`config.mk`:
```
export PLATFORM = sky130hd
export DESIGN_NAME = pcm16_wav_header_check_and_trim_flat
export DESIGN_NICKNAME = d
export VERILOG_FILES = /design/src/pcm_wav_pkg.sv /design/src/pcm_wav_if.sv /design/src/pcm_wav_ram.sv /design/src/pcm16_wav_header_check_and_trim.sv /design/src/flat_wrapper.sv
export SDC_FILE = /design/constraint.sdc
export NUM_CORES = 1
export LEC_CHECK = 0
export ABC_CLOCK_PERIOD_IN_PS = 8400
export BUFFER_PORTS_ARGS = -buffer_cell sky130_fd_sc_hd__buf_2
export CORE_MARGIN = 2
export CORE_UTILIZATION = 57
export DETAILED_ROUTE_END_ITERATION = 12
export MAX_ROUTING_LAYER = met4
export PLACE_DENSITY = 0.86
export SLEW_MARGIN = 25
export SYNTH_ARGS = -nofsm -noshare
export SYNTH_HDL_FRONTEND = slang
export SYNTH_SLANG_ARGS = --single-unit
```
`constraint.sdc`:
```
create_clock -name clock -period 8.4 [get_ports clock]
set_clock_uncertainty 0.05 [all_clocks]
set_input_delay 0 -clock clock [delete_from_list [all_inputs] [get_ports clock]]
set_output_delay 0 -clock clock [all_outputs]
set_load 0.05 [all_outputs]
```
`src/pcm_wav_pkg.sv`:
```
package pcm_wav_pkg;

   localparam int BYTE_W = 8;
   localparam int ERR_W = 3;
   localparam int CFG_W = 31;
   localparam int CSR_AW = 3;
   localparam int CSR_DW = 32;

   localparam int HDR_LEN = 44;
   localparam int HDR_AW = $clog2(HDR_LEN);

   localparam logic [HDR_AW-1:0] LAST_IDX = HDR_AW'(HDR_LEN - 1);
   localparam logic [HDR_AW-1:0] OFS_RIFF_SIZE = HDR_AW'(4);
   localparam logic [HDR_AW-1:0] OFS_CHANNELS = HDR_AW'(22);
   localparam logic [HDR_AW-1:0] OFS_RATE_B1 = HDR_AW'(29);
   localparam logic [HDR_AW-1:0] OFS_RATE_B2 = HDR_AW'(30);
   localparam logic [HDR_AW-1:0] OFS_BLOCK_ALIGN = HDR_AW'(32);
   localparam logic [HDR_AW-1:0] OFS_DATA_SIZE = HDR_AW'(40);

   localparam logic [31:0] RIFF_EXTRA = 32'd36;
   localparam logic [31:0] SIZE_LIMIT = 32'hFFFF_FFFF - RIFF_EXTRA;

   localparam logic REG_TRIM = 1'b0;
   localparam logic REG_OUTS = 1'b1;

   typedef enum logic [ERR_W-1:0] {
      ERR_NONE   = 3'd0,
      ERR_SHORT  = 3'd1,
      ERR_CANON  = 3'd2,
      ERR_AUDIO  = 3'd3,
      ERR_LIMIT  = 3'd4,
      ERR_LENGTH = 3'd5
   } err_type;

   // fixed header bytes of a canonical 32 kHz pcm16 file
   localparam logic [BYTE_W-1:0] HDR_TMPL [0:HDR_LEN-1] = '{
      8'h52, 8'h49, 8'h46, 8'h46, 8'h00, 8'h00, 8'h00, 8'h00,
      8'h57, 8'h41, 8'h56, 8'h45, 8'h66, 8'h6D, 8'h74, 8'h20,
      8'h10, 8'h00, 8'h00, 8'h00, 8'h01, 8'h00, 8'h00, 8'h00,
      8'h00, 8'h7D, 8'h00, 8'h00, 8'h00, 8'h00, 8'h00, 8'h00,
      8'h00, 8'h00, 8'h10, 8'h00, 8'h64, 8'h61, 8'h74, 8'h61,
      8'h00, 8'h00, 8'h00, 8'h00
   };
   localparam logic [HDR_LEN-1:0] HDR_FIXED = 44'h0FE9FBFFF0F;

   function automatic logic hdr_byte_ok(input logic [HDR_AW-1:0] idx,
                                        input logic [BYTE_W-1:0] d,
                                        input logic stereo);
      logic ok;
      case (idx)
         OFS_CHANNELS:    ok = (d == 8'h01) || (d == 8'h02);
         OFS_RATE_B1:     ok = (d == (stereo ? 8'hF4 : 8'hFA));
         OFS_RATE_B2:     ok = (d == (stereo ? 8'h01 : 8'h00));
         OFS_BLOCK_ALIGN: ok = (d == (stereo ? 8'h04 : 8'h02));
         default:         ok = !HDR_FIXED[idx] || (d == HDR_TMPL[idx]);
      endcase
      return ok;
   endfunction

endpackage

```
`src/pcm_wav_if.sv`:
```
interface pcm_wav_req_if;
   import pcm_wav_pkg::*;
   logic              valid;
   logic              ready;
   logic [BYTE_W-1:0] in_byte;
   logic              stream_end;
   modport source (output valid, output in_byte, output stream_end, input ready);
   modport sink (input valid, input in_byte, input stream_end, output ready);
endinterface

interface pcm_wav_rsp_if;
   import pcm_wav_pkg::*;
   logic              valid;
   logic              ready;
   logic [BYTE_W-1:0] out_byte;
   logic [ERR_W-1:0]  error_code;
   logic              run_last;
   logic              delivery_last;
   modport source (output valid, output out_byte, output error_code, output run_last,
                   output delivery_last, input ready);
   modport sink (input valid, input out_byte, input error_code, input run_last,
                 input delivery_last, output ready);
endinterface

```
`src/pcm_wav_ram.sv`:
```
module pcm_wav_ram #(
   parameter int WIDTH = pcm_wav_pkg::BYTE_W,
   parameter int DEPTH = pcm_wav_pkg::HDR_LEN,
   localparam int AW = $clog2(DEPTH)
) (
   input  logic             clock,
   input  logic             we,
   input  logic [AW-1:0]    waddr,
   input  logic [WIDTH-1:0] wdata,
   input  logic [AW-1:0]    raddr,
   output logic [WIDTH-1:0] rdata
);

   logic [WIDTH-1:0] mem_ff [0:DEPTH-1];
   logic [WIDTH-1:0] rdata_ff;

   always_ff @(posedge clock) begin
      if (we) begin
         mem_ff[waddr] <= wdata;
      end
      rdata_ff <= mem_ff[raddr];
   end

   assign rdata = rdata_ff;

endmodule

```
`src/pcm16_wav_header_check_and_trim.sv`:
```
// header bytes: one beat per cycle, while the output is free, to collect the 44-byte header
// after the 44th byte: header scan (read, check per byte), 4 check steps on the shared adder,
// then a read and a write state per header beat out, set by the header ram port; a held output stalls it
// data bytes: one beat per cycle while the output is free, result registered, valid in the cycle after the input beat
// reset (synchronous, active high) clears the sequencer, output valid and both registers;
// the header ram is not cleared
module pcm16_wav_header_check_and_trim (
   input  logic                              clock,
   input  logic                              reset,
   pcm_wav_req_if.sink                       req_ch,
   pcm_wav_rsp_if.source                     rsp_ch,
   input  logic                              psel,
   input  logic                              penable,
   input  logic                              pwrite,
   input  logic [pcm_wav_pkg::CSR_AW-1:0]    paddr,
   input  logic [pcm_wav_pkg::CSR_DW-1:0]    pwdata,
   output logic [pcm_wav_pkg::CSR_DW-1:0]    prdata,
   output logic                              pready
);
   import pcm_wav_pkg::*;

   localparam int UNIT_W = 34;

   typedef enum logic [11:0] {
      ST_HEAD     = 12'b0000_0000_0001,
      ST_SCAN_RD  = 12'b0000_0000_0010,
      ST_SCAN_CK  = 12'b0000_0000_0100,
      ST_CHK_LEN  = 12'b0000_0000_1000,
      ST_CHK_TRIM = 12'b0000_0001_0000,
      ST_CHK_SIZE = 12'b0000_0010_0000,
      ST_MK_RIFF  = 12'b0000_0100_0000,
      ST_EMIT_RD  = 12'b0000_1000_0000,
      ST_EMIT_WR  = 12'b0001_0000_0000,
      ST_ERR      = 12'b0010_0000_0000,
      ST_DATA     = 12'b0100_0000_0000,
      ST_DISCARD  = 12'b1000_0000_0000
   } state_type;

   state_type         state_ff, state_in;
   logic [HDR_AW-1:0] cnt_ff, cnt_in;
   logic              ended_ff, ended_in;
   logic              stereo_ff, stereo_in;
   logic              bad_ff, bad_in;
   logic [31:0]       riff_ff, riff_in;
   logic [31:0]       dlen_ff, dlen_in;
   logic [31:0]       skip_left_ff, skip_left_in;
   logic [31:0]       emit_left_ff, emit_left_in;
   logic [32:0]       dcnt_ff, dcnt_in;
   err_type           err_ff, err_in;
   logic [CFG_W-1:0]  trim_ff, outs_ff;

   logic              ovalid_ff, ovalid_in;
   logic [BYTE_W-1:0] obyte_ff, obyte_in;
   err_type           oerr_ff, oerr_in;
   logic              orun_ff, orun_in;
   logic              odlast_ff, odlast_in;
   logic              out_load;

   logic              out_free;
   logic              in_rdy;
   logic              acc;
   logic              ram_we;
   logic [BYTE_W-1:0] ram_rdata;

   logic [UNIT_W-1:0] ua, ub, uc, usum;
   logic              u_eq, u_gt;
   logic [CFG_W-1:0]  frames;
   logic [32:0]       out_al, trim_al;
   logic              has_data, has_err, bad_len;
   logic [32:0]       dcnt_next;
   logic              csr_wr;

   // csr
   assign pready = 1'b1;
   assign csr_wr = psel && penable && pwrite;
   assign prdata = (paddr[CSR_AW-1] == REG_OUTS) ? {1'b0, outs_ff} : {1'b0, trim_ff};

   // handshake
   assign out_free = !ovalid_ff || rsp_ch.ready;
   assign in_rdy = out_free &&
                   (state_ff == ST_HEAD || state_ff == ST_DATA || state_ff == ST_DISCARD);
   assign acc = req_ch.valid && in_rdy;
   assign req_ch.ready = in_rdy;

   assign rsp_ch.valid = ovalid_ff;
   assign rsp_ch.out_byte = obyte_ff;
   assign rsp_ch.error_code = oerr_ff;
   assign rsp_ch.run_last = orun_ff;
   assign rsp_ch.delivery_last = odlast_ff;

   // header store
   assign ram_we = acc && (state_ff == ST_HEAD);

   pcm_wav_ram #(
      .WIDTH (BYTE_W),
      .DEPTH (HDR_LEN)
   ) u_hdr_ram (
      .clock (clock),
      .we    (ram_we),
      .waddr (cnt_ff),
      .wdata (req_ch.in_byte),
      .raddr (cnt_ff),
      .rdata (ram_rdata)
   );

   // shared add and compare unit
   assign frames = stereo_ff ? {1'b0, dlen_ff[31:2]} : dlen_ff[31:1];
   assign out_al = stereo_ff ? {outs_ff, 2'b00} : {1'b0, outs_ff, 1'b0};
   assign trim_al = stereo_ff ? {trim_ff, 2'b00} : {1'b0, trim_ff, 1'b0};

   always_comb begin
      case (state_ff)
         ST_CHK_LEN: begin
            ua = {2'b00, dlen_ff};
            ub = {2'b00, RIFF_EXTRA};
            uc = {2'b00, riff_ff};
         end
         ST_CHK_TRIM: begin
            ua = {3'b000, trim_ff};
            ub = {3'b000, outs_ff};
            uc = {3'b000, frames};
         end
         ST_CHK_SIZE: begin
            ua = {1'b0, out_al};
            ub = '0;
            uc = {2'b00, SIZE_LIMIT};
         end
         default: begin
            ua = {2'b00, emit_left_ff};
            ub = {2'b00, RIFF_EXTRA};
            uc = '0;
         end
      endcase
   end

   assign usum = ua + ub;
   assign u_eq = (usum == uc);
   assign u_gt = (usum > uc);

   assign bad_len = stereo_ff ? (dlen_ff[1:0] != 2'b00) : dlen_ff[0];
   assign dcnt_next = (dcnt_ff == '1) ? dcnt_ff : dcnt_ff + 33'd1;
   assign has_data = (skip_left_ff == '0) && (emit_left_ff != '0);
   assign has_err = req_ch.stream_end && (dcnt_next != {1'b0, dlen_ff});

   // sequencer
   always_comb begin
      state_in = state_ff;
      cnt_in = cnt_ff;
      ended_in = ended_ff;
      stereo_in = stereo_ff;
      bad_in = bad_ff;
      riff_in = riff_ff;
      dlen_in = dlen_ff;
      skip_left_in = skip_left_ff;
      emit_left_in = emit_left_ff;
      dcnt_in = dcnt_ff;
      err_in = err_ff;
      out_load = 1'b0;
      obyte_in = '0;
      oerr_in = ERR_NONE;
      orun_in = 1'b1;
      odlast_in = 1'b0;

      case (state_ff)
         ST_HEAD: begin
            if (acc) begin
               if (cnt_ff == LAST_IDX) begin
                  ended_in = req_ch.stream_end;
                  bad_in = 1'b0;
                  cnt_in = '0;
                  state_in = ST_SCAN_RD;
               end else if (req_ch.stream_end) begin
                  out_load = 1'b1;
                  oerr_in = ERR_SHORT;
                  cnt_in = '0;
               end else begin
                  cnt_in = cnt_ff + 1'b1;
               end
            end
         end
         ST_SCAN_RD: begin
            state_in = ST_SCAN_CK;
         end
         ST_SCAN_CK: begin
            if (!hdr_byte_ok(cnt_ff, ram_rdata, stereo_ff)) begin
               bad_in = 1'b1;
            end
            if (cnt_ff == OFS_CHANNELS) begin
               stereo_in = (ram_rdata == 8'h02);
            end
            if (cnt_ff[HDR_AW-1:2] == OFS_RIFF_SIZE[HDR_AW-1:2]) begin
               riff_in = {ram_rdata, riff_ff[31:8]};
            end
            if (cnt_ff[HDR_AW-1:2] == OFS_DATA_SIZE[HDR_AW-1:2]) begin
               dlen_in = {ram_rdata, dlen_ff[31:8]};
            end
            if (cnt_ff == LAST_IDX) begin
               state_in = ST_CHK_LEN;
            end else begin
               cnt_in = cnt_ff + 1'b1;
               state_in = ST_SCAN_RD;
            end
         end
         ST_CHK_LEN: begin
            if (bad_ff || !u_eq || bad_len) begin
               err_in = ERR_CANON;
               state_in = ST_ERR;
            end else if (ended_ff && (dlen_ff != '0)) begin
               err_in = ERR_LENGTH;
               state_in = ST_ERR;
            end else begin
               state_in = ST_CHK_TRIM;
            end
         end
         ST_CHK_TRIM: begin
            if (u_gt) begin
               err_in = ERR_AUDIO;
               state_in = ST_ERR;
            end else begin
               state_in = ST_CHK_SIZE;
            end
         end
         ST_CHK_SIZE: begin
            if (u_gt) begin
               err_in = ERR_LIMIT;
               state_in = ST_ERR;
            end else begin
               skip_left_in = trim_al[31:0];
               emit_left_in = out_al[31:0];
               dcnt_in = '0;
               state_in = ST_MK_RIFF;
            end
         end
         ST_MK_RIFF: begin
            riff_in = usum[31:0];
            cnt_in = '0;
            state_in = ST_EMIT_RD;
         end
         ST_EMIT_RD: begin
            state_in = ST_EMIT_WR;
         end
         ST_EMIT_WR: begin
            if (out_free) begin
               out_load = 1'b1;
               if (cnt_ff[HDR_AW-1:2] == OFS_RIFF_SIZE[HDR_AW-1:2]) begin
                  obyte_in = riff_ff[{cnt_ff[1:0], 3'b000} +: BYTE_W];
               end else if (cnt_ff[HDR_AW-1:2] == OFS_DATA_SIZE[HDR_AW-1:2]) begin
                  obyte_in = emit_left_ff[{cnt_ff[1:0], 3'b000} +: BYTE_W];
               end else begin
                  obyte_in = ram_rdata;
               end
               orun_in = (cnt_ff == LAST_IDX);
               odlast_in = (cnt_ff == LAST_IDX) && (emit_left_ff == '0);
               if (cnt_ff == LAST_IDX) begin
                  cnt_in = '0;
                  state_in = ended_ff ? ST_HEAD : ST_DATA;
               end else begin
                  cnt_in = cnt_ff + 1'b1;
                  state_in = ST_EMIT_RD;
               end
            end
         end
         ST_ERR: begin
            if (out_free) begin
               out_load = 1'b1;
               oerr_in = err_ff;
               cnt_in = '0;
               state_in = ended_ff ? ST_HEAD : ST_DISCARD;
            end
         end
         ST_DATA: begin
            if (acc) begin
               dcnt_in = dcnt_next;
               if (skip_left_ff != '0) begin
                  skip_left_in = skip_left_ff - 32'd1;
               end else if (emit_left_ff != '0) begin
                  emit_left_in = emit_left_ff - 32'd1;
               end
               if (has_data) begin
                  out_load = 1'b1;
                  obyte_in = req_ch.in_byte;
                  orun_in = !has_err;
                  odlast_in = (emit_left_ff == 32'd1);
               end else if (has_err) begin
                  out_load = 1'b1;
                  oerr_in = ERR_LENGTH;
               end
               if (has_data && has_err) begin
                  // data beat first, length error beat after it
                  err_in = ERR_LENGTH;
                  ended_in = 1'b1;
                  state_in = ST_ERR;
               end else if (req_ch.stream_end) begin
                  cnt_in = '0;
                  state_in = ST_HEAD;
               end
            end
         end
         ST_DISCARD: begin
            if (acc && req_ch.stream_end) begin
               cnt_in = '0;
               state_in = ST_HEAD;
            end
         end
         default: begin
            cnt_in = '0;
            state_in = ST_HEAD;
         end
      endcase
   end

   always_comb begin
      if (out_load) begin
         ovalid_in = 1'b1;
      end else if (rsp_ch.ready) begin
         ovalid_in = 1'b0;
      end else begin
         ovalid_in = ovalid_ff;
      end
   end

   always_ff @(posedge clock) begin
      if (reset) begin
         state_ff <= ST_HEAD;
         cnt_ff <= '0;
         ovalid_ff <= 1'b0;
         trim_ff <= '0;
         outs_ff <= '0;
      end else begin
         state_ff <= state_in;
         cnt_ff <= cnt_in;
         ovalid_ff <= ovalid_in;
         if (csr_wr && (paddr[CSR_AW-1] == REG_TRIM)) begin
            trim_ff <= pwdata[CFG_W-1:0];
         end
         if (csr_wr && (paddr[CSR_AW-1] == REG_OUTS)) begin
            outs_ff <= pwdata[CFG_W-1:0];
         end
      end
   end

   always_ff @(posedge clock) begin
      ended_ff <= ended_in;
      stereo_ff <= stereo_in;
      bad_ff <= bad_in;
      riff_ff <= riff_in;
      dlen_ff <= dlen_in;
      skip_left_ff <= skip_left_in;
      emit_left_ff <= emit_left_in;
      dcnt_ff <= dcnt_in;
      err_ff <= err_in;
      if (out_load) begin
         obyte_ff <= obyte_in;
         oerr_ff <= oerr_in;
         orun_ff <= orun_in;
         odlast_ff <= odlast_in;
      end
   end

`ifndef SYNTH
   a_err_beat_shape: assert property (@(posedge clock) disable iff (reset)
      (ovalid_ff && (oerr_ff != ERR_NONE)) |-> (orun_ff && !odlast_ff && (obyte_ff == '0)))
      else $error("error beat carries data or flags");

   a_ram_write_head_only: assert property (@(posedge clock) disable iff (reset)
      ram_we |-> (state_ff == ST_HEAD))
      else $error("header store written outside header collection");

   a_no_overwrite: assert property (@(posedge clock) disable iff (reset)
      out_load |-> out_free)
      else $error("output register overwritten while held");

   a_header_end: assert property (@(posedge clock) disable iff (reset)
      (state_ff == ST_EMIT_WR && out_load && cnt_ff == LAST_IDX)
         |=> (state_ff == ST_HEAD || state_ff == ST_DATA))
      else $error("header burst did not end in data or head");
`endif

endmodule

```
`src/flat_wrapper.sv`:
```
// flat-port wrapper written by rule: the top's interface ports become plain ports
module pcm16_wav_header_check_and_trim_flat import pcm_wav_pkg::*;
  (clock, reset, psel, penable, pwrite, paddr, pwdata, prdata, pready, req_ch_valid, req_ch_in_byte, req_ch_stream_end, req_ch_ready, rsp_ch_valid, rsp_ch_out_byte, rsp_ch_error_code, rsp_ch_run_last, rsp_ch_delivery_last, rsp_ch_ready);
  pcm_wav_req_if req_ch_i ();
  pcm_wav_rsp_if rsp_ch_i ();
  input  logic clock;
  input  logic reset;
  input  logic psel;
  input  logic penable;
  input  logic pwrite;
  input  logic [pcm_wav_pkg::CSR_AW-1:0] paddr;
  input  logic [pcm_wav_pkg::CSR_DW-1:0] pwdata;
  output logic [pcm_wav_pkg::CSR_DW-1:0] prdata;
  output logic pready;
  input wire logic [$bits(req_ch_i.valid)-1:0] req_ch_valid;
  input wire logic [$bits(req_ch_i.in_byte)-1:0] req_ch_in_byte;
  input wire logic [$bits(req_ch_i.stream_end)-1:0] req_ch_stream_end;
  output wire logic [$bits(req_ch_i.ready)-1:0] req_ch_ready;
  output wire logic [$bits(rsp_ch_i.valid)-1:0] rsp_ch_valid;
  output wire logic [$bits(rsp_ch_i.out_byte)-1:0] rsp_ch_out_byte;
  output wire logic [$bits(rsp_ch_i.error_code)-1:0] rsp_ch_error_code;
  output wire logic [$bits(rsp_ch_i.run_last)-1:0] rsp_ch_run_last;
  output wire logic [$bits(rsp_ch_i.delivery_last)-1:0] rsp_ch_delivery_last;
  input wire logic [$bits(rsp_ch_i.ready)-1:0] rsp_ch_ready;
  assign req_ch_i.valid = req_ch_valid;
  assign req_ch_i.in_byte = req_ch_in_byte;
  assign req_ch_i.stream_end = req_ch_stream_end;
  assign req_ch_ready = req_ch_i.ready;
  assign rsp_ch_valid = rsp_ch_i.valid;
  assign rsp_ch_out_byte = rsp_ch_i.out_byte;
  assign rsp_ch_error_code = rsp_ch_i.error_code;
  assign rsp_ch_run_last = rsp_ch_i.run_last;
  assign rsp_ch_delivery_last = rsp_ch_i.delivery_last;
  assign rsp_ch_i.ready = rsp_ch_ready;
  pcm16_wav_header_check_and_trim u_core (.clock(clock), .reset(reset), .req_ch(req_ch_i), .rsp_ch(rsp_ch_i), .psel(psel), .penable(penable), .pwrite(pwrite), .paddr(paddr), .pwdata(pwdata), .prdata(prdata), .pready(pready));
endmodule
```
==> results.sh <==
export IMPL_status="finished, final reports clean"
export IMPL_worstSetupStartpointType="flop"
export IMPL_synth_edff_count=532
export IMPL_clock_latency_ps=660
export IMPL_detail_route_antenna_nets=0
export IMPL_yosys_top_cells_area="edfxtp_1 (48%), dfxtp_1 (5.4%), mux2_2 (3.5%), a21oi_1 (3.3%), nor2_1 (3.3%)"
export IMPL_p_comb_share_pct=11.3
export IMPL_ioPinCount=99
export IMPL_maxCapViolations=0
export IMPL_hp_class="in2reg"
export IMPL_antenna_found_initial=2
export IMPL_cp_max_fo=33
export IMPL_vias_per_cell=6.89
export IMPL_wirelength_um=102000
export IMPL_max_slew_margin_rel_pct=31.4
export IMPL_routabilityCongestion=1.00
export IMPL_grt_first_pass_wirelength_um=156000
export IMPL_max_freq_ghz=0.126
export IMPL_intPower_uw=5270
export IMPL_holdWs_ps=126
export IMPL_syn_nets=3141
export IMPL_crit_family="compound AO/OA/AOI/OAI gates"
export IMPL_drc=0
export IMPL_p_leak_uw=0.0122
export IMPL_dpl_cell_count=3720
export IMPL_post_cts_buffers=0
export IMPL_synth_ff_type="edfxtp_1"
export IMPL_num_rows=88
export IMPL_synthTopCellsByCount="edfxtp_1 (532), nor2_1 (289), nand2_1 (286), a21oi_1 (219), clkbuf_1 (149)"
export IMPL_clkTransAtPathRegs_ps=70
export IMPL_yosysTopAreaCellShare_pct=48.1
export IMPL_reg2reg_setup_slack_ps=480
export IMPL_coreArea_mm2=0.0576
export IMPL_switchingPower_uw=1870
export IMPL_drtPass1Iterations=7
export IMPL_ys_ff_latch=622
export IMPL_die_w_um=245
export IMPL_yosysTopAreaCell="edfxtp_1"
export IMPL_maxSlewViolCount=0
export IMPL_worstMarginPinSlew_ps=1020
export IMPL_finalSetupViolCount=0
export IMPL_syn2layout_area_growth_pct=11.2
export IMPL_wire_per_inst_um=26.3
export IMPL_worst_path_max_delay_cell="or4_1"
export IMPL_seqPwrFrac_pct=49.3
export IMPL_fin_crit_sh_pct=94.3
export IMPL_worstSetupPathType="reg2reg"
export IMPL_ir_drop_uv=241
export IMPL_cp_data_arrival_time_ps=8150
export IMPL_dr_total_vias=26825
export IMPL_h_tree_depth=2
export IMPL_synth_cells=3012
export IMPL_required_ps=8630
export IMPL_cts_buffer_depth=3
export IMPL_synth_most_common_cell="edfxtp_1"
export IMPL_syn_avg_cell_area_um2=11.0
export IMPL_grt_pass1_vias=25743
export IMPL_critPathBufInv=2
export IMPL_root_buffer="clkbuf_16"
export IMPL_drive_gt1_share_pct=13.4
export IMPL_cts_buffers=61
export IMPL_setup_tns_final_ps=0
export IMPL_cts_tree="done"
export IMPL_synth_async_sr_flop_share_pct=0
export IMPL_nets=3201
export IMPL_power_density_mw_per_mm2=193
export IMPL_cts_sinks=622
export IMPL_slowest_delay_ps=710
export IMPL_nFillCells=4197
export IMPL_clockPowerShare_pct=39.4
export IMPL_instances_no_fill=3892
export IMPL_syn_area_mm2=0.0332
export IMPL_hpwl_um=67800
export IMPL_dieArea_mm2=0.0602
export IMPL_swShare_pct=26.2
export IMPL_io_buffers=93
export IMPL_ys_types=94
export IMPL_ys_warn_count=0
export IMPL_final_hold_viol_count=0
export IMPL_start_util_pct=57.6
export IMPL_yosysSeqAreaShare_pct=53.6
export IMPL_worstSetupEndpointType="flop"
export IMPL_crit_path_frequent_cell="a21oi_1"
export IMPL_overflow=0
export IMPL_die_height_um=245
export IMPL_rsz0062_at_grt="false"
export IMPL_layout_min_cycle_time_ps=7920
export IMPL_groute_usage_overall_pct=34.7
export IMPL_grt_max_degree=115
export IMPL_drt_initial_drc_count=3696
[sequential cells by signal (all words and copies together), names as in the netlist, 8 cells and up, named ones only]
register / flops
u_core.dlen_ff: 32
u_core.trim_ff: 31
u_core.skip_left_ff: 32
u_core.outs_ff: 31
u_core.riff_ff: 32
u_core.emit_left_ff: 32
u_core.state_ff: 12
u_core.rsp_ch.out_byte: 8
u_core.dcnt_ff: 33
u_core.u_hdr_ram.rdata: 8
u_core.u_hdr_ram.mem_ff: 352
[power groups by stage]
stage	clock (µW)	combinational [µW]	sequential [µW]
after global routing	2940	850	3520
after detailed placement	0	758	3580
after global placement	0	733	3570
final	2820	807	3520
after floorplan	0	485	3550
after CTS	2810	780	3510
[final cells by class]
class	count	area (µm²)	area share (%)
multi-input cells	2149	14600	39.5
inverters	48	180	0.488
repair buffers	190	1340	3.64
well taps	765	957	2.59
flip-flops and latches	622	17800	48.2
diodes	2	5.00	0.0136
clock buffers	80	1720	4.66
clock inverters	36	355	0.963
[path summary, 6_finish.rpt]
check,start,end,depth (start not counted)
hold reg to reg,u_core.outs_ff[20],u_core.outs_ff[20],2
setup reg to reg,u_core.state_ff[1],u_core.dcnt_ff[28],29
setup / recovery,u_core.state_ff[1],u_core.dcnt_ff[28],29
hold / removal,pwdata[25],u_core.trim_ff[25],4
[worst reg2reg max path: cells and delay by family (launching register included)]
family / cells / cell delay (ps)
buffers and inverters: 2 / 590
adder cells (fa/ha/maj): 2 / 600
XOR/XNOR: 1 / 180
AO/OA/AOI/OAI: 15 / 3290
AND/OR/NAND/NOR: 9 / 2480
flip-flops: 1 / 350
[metrics by stage]
| stage | utilization (%) | worst slack (ps) | area (µm²) | power (µW) |
|---|---|---|---|---|
| 5_1_grt | 64.1 | 37.3 | 36900 | 7310 |
| 6_report | 64.1 | 480 | 36900 | 7140 |
| 4_1_cts | 64.1 | 537 | 36900 | 7110 |
| 3_5_place_dp | 59.5 | 563 | 34300 | 4330 |
| 3_3_place_gp | 59.5 | 663 | 34300 | 4300 |
| 2_1_floorplan | - | 265 | 33200 | 4040 |
[per-layer routing]
metal | part of all wire, % | up-vias | routed length (µm) | global-route usage, %
met3 | 11 | 354 | 11600 | 5.51
met2 | 45 | 1966 | 46500 | 52.7
met1 | 38 | 12882 | 39000 | 46.0
met4 | 5.2 | 0 | 5370 | 16.1
met5 | 0 | - | 0 | -
li1 | - | 11623 | - | -
[logic make-up after synthesis]
logic type / synth area share [%]
AND/OR/NAND/NOR: 15.1
adder cells (fa/ha/maj): 2.96
multiplexers: 7.46
flip-flops: 53.6
AO/OA/AOI/OAI: 14.7
buffers and inverters: 2.89
other: 0.0226
XOR/XNOR: 3.35
[placed cells by master (no fill, tap or decap), drive strengths merged, types with 10 or more instances in the layout]
cell type / netlist / routed
nor3b: 14 / 14
a221oi: 57 / 57
mux2: 102 / 102
and2: 48 / 48
nand4: 58 / 58
nand3b: 11 / 11
mux4: 31 / 31
and3: 22 / 22
a21o: 38 / 38
nand2b: 26 / 26
clkbuf: 149 / 80
or4: 18 / 18
ha: 77 / 77
dfxtp: 90 / 90
mux2i: 63 / 63
xnor2: 71 / 71
buf: 44 / 136
inv: 47 / 50
a22o: 32 / 32
a31oi: 29 / 29
o22ai: 16 / 16
o21a: 10 / 10
a222oi: 20 / 20
clkinv: 1 / 29
or3: 24 / 24
o21ai: 108 / 108
a211oi: 23 / 23
nor4: 37 / 37
edfxtp: 532 / 532
nand3: 61 / 61
nor2b: 24 / 24
a22oi: 79 / 79
nor2: 290 / 290
o211ai: 17 / 17
xor2: 56 / 56
dlygate4sd3: 0 / 54
a21oi: 220 / 220
nor3: 67 / 67
nand2: 287 / 287
[timing repair]
item                                    CTS  global route
hold buffers                             54             0
hold endpoints to repair                423             0
endpoints found under the setup margin    0            61
resized for setup                         0             3
No activity file was read; power rests on OpenSTA's default activity.
